File: config.mk
export PLATFORM = sky130hd
export DESIGN_NAME = pin_handler_dispatch_table
export DESIGN_NICKNAME = d
export VERILOG_FILES = /design/src/sv/phdt_pkg.sv /design/src/sv/phdt_table_mem.sv /design/src/sv/phdt_cmp.sv /design/src/sv/pin_handler_dispatch_table.sv
export SDC_FILE = /design/constraint.sdc
export NUM_CORES = 1
export LEC_CHECK = 0
export ABC_AREA = 1
export ABC_CLOCK_PERIOD_IN_PS = 5400
export BUFFER_PORTS_ARGS = -buffer_cell sky130_fd_sc_hd__buf_4
export CORE_MARGIN = 3
export CORE_UTILIZATION = 55
export CTS_CLUSTER_SIZE = 16
export DETAILED_ROUTE_END_ITERATION = 12
export GPL_ROUTABILITY_DRIVEN = 0
export PLACE_DENSITY = 0.71
export SLEW_MARGIN = 0
export SYNTH_ARGS = -nofsm -noshare
export SYNTH_HDL_FRONTEND = slang
export SYNTH_SLANG_ARGS = --single-unit
File: constraint.sdc
create_clock -name clk -period 5.4 [get_ports clk]
set_clock_uncertainty 0.2 [all_clocks]
set_input_delay 1.35 -clock clk [delete_from_list [all_inputs] [get_ports clk]]
set_output_delay 1.35 -clock clk [all_outputs]
set_load 0.05 [all_outputs]
File: src/sv/phdt_pkg.sv
package phdt_pkg;

  // Table geometry
  localparam int TABLE_DEPTH = 8;
  localparam int IDX_W = (TABLE_DEPTH > 1) ? $clog2(TABLE_DEPTH) : 1;
  localparam int CNT_W = $clog2(TABLE_DEPTH + 1);

  // Request kinds
  typedef enum logic [1:0] {
    KIND_REGISTER   = 2'd0,
    KIND_UNREGISTER = 2'd1,
    KIND_DISPATCH   = 2'd2
  } kind_t;

  // Sequencer states
  typedef enum logic [2:0] {
    S_IDLE,
    S_START,
    S_SCAN,
    S_SHIFT,
    S_DONE
  } state_t;

  // One table slot
  typedef struct packed {
    logic [15:0] pin;
    logic [7:0]  hid;
  } entry_t;

  // Compare unit result
  typedef struct packed {
    logic pin_hit;
    logic pair_hit;
  } cmp_t;

endpackage

File: src/sv/phdt_table_mem.sv
module phdt_table_mem (
  input  logic                      clk,
  input  logic                      we,
  input  logic [phdt_pkg::IDX_W-1:0] waddr,
  input  phdt_pkg::entry_t          wdata,
  input  logic [phdt_pkg::IDX_W-1:0] raddr,
  output phdt_pkg::entry_t          rdata
);
  import phdt_pkg::*;

  entry_t mem [TABLE_DEPTH];

  // Write one slot
  always_ff @(posedge clk) begin
    if (we) begin
      mem[waddr] <= wdata;
    end
  end

  // Register read data
  always_ff @(posedge clk) begin
    rdata <= mem[raddr];
  end

endmodule

File: src/sv/phdt_cmp.sv
module phdt_cmp (
  input  phdt_pkg::entry_t entry,
  input  logic [15:0]      key_pin,
  input  logic [7:0]       key_hid,
  output phdt_pkg::cmp_t   hit
);
  import phdt_pkg::*;

  // Compare one slot against the request key
  always_comb begin
    hit.pin_hit  = (entry.pin == key_pin);
    hit.pair_hit = (entry.pin == key_pin) && (entry.hid == key_hid);
  end

endmodule

File: src/sv/pin_handler_dispatch_table.sv
// Sequencing: register, unused kind, or lookup on an empty table go from start straight to
//   the result. Dispatch/unregister scan the slots one by one, and a successful unregister
//   then moves each later slot down one place.
// Throughput: one request at a time; the next is taken the cycle after the result leaves.
//   The single slot comparator and the one read port of the table memory set the pace.
// Reset (rst, synchronous): table empty, sequencer idle; slot contents are not cleared.
module pin_handler_dispatch_table (
  input  logic        clk,
  input  logic        rst,
  input  logic        in_valid,
  output logic        in_stall,
  input  logic [1:0]  kind,
  input  logic [15:0] pin_mask,
  input  logic [7:0]  handler_id,
  output logic        out_valid,
  input  logic        out_stall,
  output logic        status,
  output logic [7:0]  matched_handler,
  output logic [3:0]  entry_count
);
  import phdt_pkg::*;

  localparam logic [CNT_W:0] DEPTH_X = (CNT_W + 1)'(TABLE_DEPTH);

  state_t          state, state_next;
  logic [IDX_W-1:0] idx, idx_next;
  logic [CNT_W-1:0] count, count_next;
  logic [1:0]      req_kind;
  logic [15:0]     req_pin;
  logic [7:0]      req_hid;
  logic            res_status, res_status_next;
  logic [7:0]      res_hid, res_hid_next;

  logic            mem_we;
  logic [IDX_W-1:0] mem_waddr, mem_raddr;
  entry_t          mem_wdata, mem_rdata;
  cmp_t            hit;

  logic [CNT_W:0]  count_x, idx_x, idx_p1, idx_p2;
  logic [CNT_W+3:0] count_wide;
  logic            full, empty, more_scan, more_shift, is_hit;

  phdt_table_mem u_mem (
    .clk   (clk),
    .we    (mem_we),
    .waddr (mem_waddr),
    .wdata (mem_wdata),
    .raddr (mem_raddr),
    .rdata (mem_rdata)
  );

  phdt_cmp u_cmp (
    .entry   (mem_rdata),
    .key_pin (req_pin),
    .key_hid (req_hid),
    .hit     (hit)
  );

  // Index and count arithmetic
  assign count_x    = {1'b0, count};
  assign idx_x      = {{(CNT_W + 1 - IDX_W){1'b0}}, idx};
  assign idx_p1     = idx_x + (CNT_W + 1)'(1);
  assign idx_p2     = idx_x + (CNT_W + 1)'(2);
  assign full       = (count_x >= DEPTH_X);
  assign empty      = (count == '0);
  assign more_scan  = (idx_p1 < count_x);
  assign more_shift = (idx_p2 < count_x);
  assign is_hit     = (req_kind == KIND_DISPATCH) ? hit.pin_hit : hit.pair_hit;

  // Next state
  always_comb begin
    state_next = state;
    case (state)
      S_IDLE: begin
        if (in_valid) state_next = S_START;
      end
      S_START: begin
        case (req_kind)
          KIND_UNREGISTER, KIND_DISPATCH: state_next = empty ? S_DONE : S_SCAN;
          default:                        state_next = S_DONE;
        endcase
      end
      S_SCAN: begin
        if (is_hit) begin
          if (req_kind == KIND_UNREGISTER && more_scan) state_next = S_SHIFT;
          else                                          state_next = S_DONE;
        end else if (!more_scan) begin
          state_next = S_DONE;
        end
      end
      S_SHIFT: begin
        if (!more_shift) state_next = S_DONE;
      end
      S_DONE: begin
        if (!out_stall) state_next = S_IDLE;
      end
      default: state_next = S_IDLE;
    endcase
  end

  // Datapath controls and result values
  always_comb begin
    idx_next        = idx;
    count_next      = count;
    res_status_next = res_status;
    res_hid_next    = res_hid;
    mem_we          = 1'b0;
    mem_waddr       = idx;
    mem_wdata       = mem_rdata;
    mem_raddr       = '0;
    case (state)
      S_START: begin
        res_status_next = 1'b1;
        res_hid_next    = '0;
        idx_next        = '0;
        if (req_kind == KIND_REGISTER && !full) begin
          // append at the tail
          mem_we          = 1'b1;
          mem_waddr       = count_x[IDX_W-1:0];
          mem_wdata.pin   = req_pin;
          mem_wdata.hid   = req_hid;
          count_next      = count + CNT_W'(1);
          res_status_next = 1'b0;
        end
      end
      S_SCAN: begin
        mem_raddr = idx_p1[IDX_W-1:0];
        if (is_hit) begin
          res_status_next = 1'b0;
          if (req_kind == KIND_DISPATCH) begin
            res_hid_next = mem_rdata.hid;
          end else if (!more_scan) begin
            count_next = count - CNT_W'(1);
          end
        end else if (more_scan) begin
          idx_next = idx_p1[IDX_W-1:0];
        end
      end
      S_SHIFT: begin
        // move the next slot down one place
        mem_we    = 1'b1;
        mem_waddr = idx;
        mem_wdata = mem_rdata;
        mem_raddr = idx_p2[IDX_W-1:0];
        idx_next  = idx_p1[IDX_W-1:0];
        if (!more_shift) count_next = count - CNT_W'(1);
      end
      default: begin
        mem_raddr = '0;
      end
    endcase
  end

  // Control registers
  always_ff @(posedge clk) begin
    if (rst) begin
      state <= S_IDLE;
      count <= '0;
    end else begin
      state <= state_next;
      count <= count_next;
    end
  end

  // Request and result registers
  always_ff @(posedge clk) begin
    if (state == S_IDLE && in_valid) begin
      req_kind <= kind;
      req_pin  <= pin_mask;
      req_hid  <= handler_id;
    end
    idx        <= idx_next;
    res_status <= res_status_next;
    res_hid    <= res_hid_next;
  end

  // Ports
  assign count_wide      = {4'b0, count};
  assign in_stall        = (state != S_IDLE);
  assign out_valid       = (state == S_DONE);
  assign status          = res_status;
  assign matched_handler = res_hid;
  assign entry_count     = count_wide[3:0];

  // Checks
  a_count_bound: assert property (@(posedge clk) disable iff (rst)
    count_x <= DEPTH_X)
    else $error("entry count beyond table depth");

  a_accept_start: assert property (@(posedge clk) disable iff (rst)
    (in_valid && !in_stall) |=> (state == S_START))
    else $error("accepted request did not start");

  a_count_at_done: assert property (@(posedge clk) disable iff (rst)
    (count != $past(count)) |-> (state == S_DONE))
    else $error("entry count changed outside result");

  a_write_states: assert property (@(posedge clk) disable iff (rst)
    mem_we |-> (state == S_START || state == S_SHIFT))
    else $error("table write outside append or shift");

  a_miss_zero: assert property (@(posedge clk) disable iff (rst)
    (out_valid && status) |-> (matched_handler == 8'd0))
    else $error("failed request carries a handler id");

endmodule

==> reports/results.txt, run 1 <==
Avg Cell Area, Syn - 11.79 um^2
unrepaired setup endpoints after global routing - false
max-slew violation count - 0
die height - 145.2 um
WL final - 21,160 um
Critical-path top delay cell - inv_2
Setup Viol. Count Final - 0
Post-CTS Repair Setup Buffers - 0
Sw Ratio - 25.79%
Final ANT Viol Nets - 0
Layout area overhead - 13.17%
Critical Path Sink Type - flip-flop
setup TNS - 0 ns
crit path kind - flip-flop to flip-flop
antenna fix cells - 0
combinational power share - 14.2%
clk sinks - 261
P_sw - 0.001279 W
CTS tree - yes
Leak Pwr - 4.398 nW
via/cell ratio - 5.404
die area - 21,090 um^2
vias in the first global route - 6,574
Internal Power - 0.003679 W
net count after synthesis - 948
Hold Crit Class - flip-flop to flip-flop
Reg power frac - 50.0%
total grt overflow - 0
Seq/Total Area, Yosys - 70.62%
Slew HR - 35.97%
num ports - 45
IO buf count - 44
Final min period - 3.104 ns
Pre-Repair DR Iteration Count - 5
Post-Synthesis Cell Area - 10,660 um^2
Initial Utilization - 56.42%
Hold WS - 0.3110 ns
Cell variety after synth - 30
CP Max Fanout - 49
most used cell, CP - inv_1
Slew @ Worst Pin - 0.9504 ns
Power Density - 411.0 nW/um^2
Buf/Inv on CP - 4
clock share of power - 35.8%
Max Clk Rate - 322.1 MHz
final net count - 992
Synth warnings - 0
DRC viols - 0
Critical Path RT - 5.64 ns
clock root buffer - clkbuf_16
flops & latches, synth - 261
Max Cap Viol - 0
pin count of the biggest net entering global routing - 97
routed vias - 6,631
post-cts resize count - 0
Avg WL per Cell - 17.24 um
Post-Synthesis Cells - 904
TritonCTS Buffers - 26
outcome - completed
clock latency on the worst-skew pair - 0.52 ns
Tcrit/Tclk final - 57.49%
CTS Hold Bufs - 0
maximum VDD drop - 0.3119 mV
final hold vios - 0
CP Launch Type - flip-flop
CTS max path bufs - 3
CTS clk-pin slew, worst paths - 0.06 ns
layout cells sized above 1 - 12.10%
Crit path largest cell delay - 0.71 ns
Die W - 145.2 um
first-pass GRT wire length - 34,100 um
HPWL reported at the end of detailed placement - 11,630 um
DR iter-0 viols - 614
Critical Path AT - 3.35 ns
Final Power - 0.004957 W
family with the most delay on the worst path - buffers and inverters
# rows - 50
initial antenna violation count - 0
CP Cell Sequence - ha_1, inv_1, o22ai_4, buf_4, inv_2, o21ai_0, o22ai_1, inv_1, o21ai_1
H-tree depth - 1
Overall Global Routing Usage - 20.05%
core region area - 18,890 um^2
==> metrics by stage <==
stage               cell area, um^2  utilization, %  setup slack [ns]  std cells
finish                        12060           63.85             2.296       1227
detailed placement            11220           59.37             2.312       1180
global route                  12060           63.85             2.065       1227
floorplan                     10660               -             2.232        904
CTS                           12060           63.85             2.295       1227
global placement              11220           59.37             2.402       1180
==> metal layers <==
metal | share of wire [%] | up-vias | track usage [%]
met5 | 0 | - | 0
met4 | 1.5 | 0 | 5.745
met2 | 47 | 197 | 32.41
li1 | - | 3237 | -
met1 | 46 | 3163 | 28.65
met3 | 5.4 | 34 | 3.029
==> power by group through the flow <==
| stage | Sequential [W] | Combinational [W] | Clock (W) |
|---|---|---|---|
| final | 0.00248 | 0.000703 | 0.00178 |
| after floorplan | 0.00255 | 0.000479 | 0 |
| after CTS | 0.00248 | 0.000711 | 0.00181 |
| after global placement | 0.00252 | 0.000690 | 0 |
| after detailed placement | 0.00252 | 0.000706 | 0 |
| after global routing | 0.00249 | 0.000798 | 0.00189 |
==> flip-flops by register name (all words and copies together), names as in the netlist <==
register         count
u_mem.mem          192
u_mem.rdata         24
matched_handler      8
status               1
state                3
req_hid              8
req_kind             2
req_pin             16
idx                  3
entry_count          4
==> tightest hold or removal path, stage by stage (launching register included) <==
cell and delay [ns]:
dfxtp_1 0.34, nand2_1 0.08, a21oi_1 0.06
==> cells in the mapped netlist (all sizes together) <==
cell type / count / share of area [%]
o21bai: 1 / 0.070
dfxtp: 31 / 5.8
o22ai: 49 / 3.0
nor2: 135 / 4.8
nor3b: 1 / 0.12
nand4: 2 / 0.12
a22oi: 1 / 0.070
ha: 13 / 1.5
edfxtp: 230 / 65
fa: 1 / 0.19
clkbuf: 14 / 0.49
nand2: 142 / 5.1
a21oi: 10 / 0.47
xnor2: 20 / 1.6
xor2: 2 / 0.16
buf: 27 / 1.7
inv: 71 / 2.5
nand3: 6 / 0.28
o21ai: 147 / 7.0
nor3: 1 / 0.047
==> area by class of cell <==
type,instances,area (um^2)
Sequential cell,261,7527
Fill cell,1449,6830
Multi-Input combinational cell,531,2669
Clock buffer,36,708.2
Timing Repair Buffer,57,427.9
Tap cell,260,325.3
Inverter,71,267.8
Clock inverter,11,137.6
==> cells by family after synthesis <==
group	share of synthesized area [%]
XOR/XNOR	1.808
flip-flops	70.62
buffers and inverters	4.731
adder cells (fa/ha/maj)	1.714
AND/OR/NAND/NOR	10.51
AO/OA/AOI/OAI	10.62
==> worst paths after layout <==
path                       start              end  slack [ns]  cells past startpoint
setup / recovery          idx[0]  u_mem.rdata[22]        2.30                      9
hold / removal    entry_count[3]   entry_count[3]        0.31                      2
setup reg to reg          idx[0]  u_mem.rdata[22]        2.30                      9
hold reg to reg   entry_count[3]   entry_count[3]        0.31                      2
==> layout by cell type, fill, tap and decap left out, types with 3 or more instances in the layout <==
cell and instances:
o22ai_1 48, o21ai_1 36, bufinv_16 3, o21ai_0 109, ha_1 13, nand2_1 140, clkbuf_16 26, clkbuf_1 8
nand3_1 6, clkinv_2 5, xnor2_1 20, inv_2 5, a21oi_1 10, buf_4 57, nor2_1 123, nor2_2 10
dfxtp_1 31, inv_1 65, clkinv_1 3, edfxtp_1 230
Power figures use the tool's default switching activity.
==> run 2, diff against run 1 <==
--- a/config.mk
+++ b/config.mk
@@ -6,14 +6,14 @@
 export NUM_CORES = 1
 export LEC_CHECK = 0
 export ABC_AREA = 1
-export ABC_CLOCK_PERIOD_IN_PS = 5400
+export ABC_CLOCK_PERIOD_IN_PS = 2500
 export BUFFER_PORTS_ARGS = -buffer_cell sky130_fd_sc_hd__buf_4
 export CORE_MARGIN = 3
 export CORE_UTILIZATION = 55
 export CTS_CLUSTER_SIZE = 16
 export DETAILED_ROUTE_END_ITERATION = 12
 export GPL_ROUTABILITY_DRIVEN = 0
-export PLACE_DENSITY = 0.71
+export PLACE_DENSITY = 0.74
 export SLEW_MARGIN = 0
 export SYNTH_ARGS = -nofsm -noshare
 export SYNTH_HDL_FRONTEND = slang
==> constraint.sdc (replaced) <==
create_clock -name clk -period 2.5 [get_ports clk]
set_clock_uncertainty 0.2 [all_clocks]
set_input_delay 0.625 -clock clk [delete_from_list [all_inputs] [get_ports clk]]
set_output_delay 0.625 -clock clk [all_outputs]
set_load 0.05 [all_outputs]
==> run 2 against run 1 <==
  * Non-clock buffer count is 23 higher
  * Setup slack worse by 2.2 ns
  * Die area stayed put
  * Critical path depth is 1 lower
  * Design area is 3.6% higher
  * Count of clock-buffer cells in the layout stayed put
  * First-iteration DRC count is 14% lower
  * Fmax is 29% higher
  * Via count is 2.5% higher
  * Critical path type unchanged
  * Largest power group unchanged
==> reports/results.txt, run 2 (synthesis gave the netlist of run 1 again) <==
die height - 145.2 um (unchanged)
outcome - completed
Top Registers - u_mem.mem x192, u_mem.rdata x24, req_pin x16
WL final - 21,600 um (+2.1%)
Final ANT Viol Nets - 0 (unchanged)
Critical Path RT - 2.54 ns (-3.10 ns)
placed cells - 1,202 (+1.9%)
CP Max Fanout - 8 (-84%)
CTS max path bufs - 3 (unchanged)
max-slew violation count - 0 (unchanged)
commonest non-fill, non-tap cell in the layout - edfxtp_1
num ports - 45 (unchanged)
Overall Global Routing Usage - 20.18% (+0.13 points)
maximum VDD drop - 0.6736 mV (+120%)
Slew @ Worst Pin - 0.9185 ns (-0.03194 ns)
vias in the first global route - 6,527 (-0.71%)
setup TNS - 0 ns (unchanged)
Layout area overhead - 17.23%
routed vias - 6,795 (+2.5%)
pin count of the biggest net entering global routing - 55 (-43%)
clock root buffer - clkbuf_16
core region area - 18,890 um^2 (unchanged)
Final Power - 0.01090 W (+120%)
clk sinks - 261 (unchanged)
Pre-Repair DR Iteration Count - 5 (unchanged)
die area - 21,090 um^2 (unchanged)
CTS tree - yes
Slew HR - 38.12% (+2.2 points)
Post-Layout Cell Count - 1,251 (+2.0%)
Setup Viol. Count Final - 0 (unchanged)
first-pass GRT wire length - 34,360 um (+0.75%)
IO buf count - 44 (unchanged)
CP Launch Type - flip-flop
Critical Path Sink Type - flip-flop
clock latency on the worst-skew pair - 0.53 ns (about the same)
number of flip-flops under the largest register name - 192 (unchanged)
Initial Utilization - 56.42% (unchanged)
Die W - 145.2 um (unchanged)
H-tree depth - 1 (unchanged)
total grt overflow - 0 (unchanged)
final hold vios - 0 (unchanged)
Power Density - 872.6 nW/um^2 (+110%)
Critical Path AT - 2.44 ns (-0.91 ns)
HPWL reported at the end of detailed placement - 13,160 um (+13%)
CTS clk-pin slew, worst paths - 0.06 ns (about the same)
via/cell ratio - 5.432 (+0.51%)
# rows - 50 (unchanged)
DRC viols - 0 (unchanged)
commonest non-fill, non-tap cells in the layout - 230 x edfxtp_1, 137 x nand2_1, 122 x nor2_1
DR iter-0 viols - 528 (-14%)
TritonCTS Buffers - 26 (unchanged)
final net count - 1,015 (+2.3%)
layout cells sized above 1 - 14.63% (+2.5 points)
initial antenna violation count - 0 (unchanged)
Avg WL per Cell - 17.26 um (+0.11%)
Final min period - 2.399 ns (-0.7059 ns)
fin util - 66.14% (+2.3 points)
Leak Pwr - 4.567 nW (+3.8%)
Hold Crit Class - input pin to flip-flop
Max Clk Rate - 416.9 MHz (+29%)
antenna fix cells - 0 (unchanged)
Tcrit/Tclk final - 95.94% (+38 points)
Max Cap Viol - 0 (unchanged)
Biggest register - u_mem.mem
crit path kind - flip-flop to flip-flop
run 2: repair_timing:
item                       CTS  global route
setup endpoints to repair    3           198
pin swaps                    0             0
buffers inserted             0             1
gates resized for setup      1            10
hold buffers                 0             0
run 2: critical path, stage by stage, from the launching register on:
cell	delay (ns)
edfxtp_1	0.41
xnor2_1	0.24
nand2_1	0.12
nor2_1	0.16
nand2_1	0.08
nor2_1	0.28
nand2_1	0.20
a22oi_1	0.22
buf_4	0.21
run 2: routing by layer:
metal / vias up / share of wire, % / track usage, %
met3: 34 / 5.4 / 3.092
met1: 3280 / 43 / 27.57
met5: - / 0 / 0
met2: 185 / 49 / 34.07
met4: 0 / 2.1 / 5.651
li1: 3296 / - / -
run 2: final cells by class:
| type | count | area, um^2 |
|---|---|---|
| Inverter | 71 | 266.5 |
| Multi-Input combinational cell | 531 | 2740 |
| Clock buffer | 36 | 708.2 |
| Clock inverter | 12 | 138.9 |
| Fill cell | 1408 | 6397 |
| Timing Repair Buffer | 80 | 788.3 |
| Sequential cell | 261 | 7528 |
| Tap cell | 260 | 325.3 |
run 2: stage by stage:
step                      setup WS (ns)  hold WS, ns  instance area, um^2
final                            0.1014      0.06606                12500
after global routing           -0.01572      0.05511                12500
after CTS                       0.01106      0.05037                12460
after detailed placement      -0.008710       0.2821                11610
after global placement          0.07219       0.2730                11610
after floorplan                0.008250       0.3479                10730
run 2: final timing paths:
kind	start	endpoint	slack (ns)	depth (start not counted)
setup / recovery	req_pin[4]	matched_handler[5]	0.10	8
setup reg to reg	req_pin[4]	matched_handler[5]	0.10	8
hold / removal	pin_mask[3]	req_pin[3]	0.07	1
hold reg to reg	entry_count[3]	entry_count[3]	0.29	2
run 2: power breakdown:
group | leakage [nW] | internal, W | switching (W) | total, W
clock | 0.411 | 0.00228 | 0.00157 | 0.00385
combinational | 1.81 | 0.000559 | 0.00115 | 0.00171
sequential | 2.35 | 0.00520 | 0.000137 | 0.00534
total | 4.57 | 0.00805 | 0.00286 | 0.0109
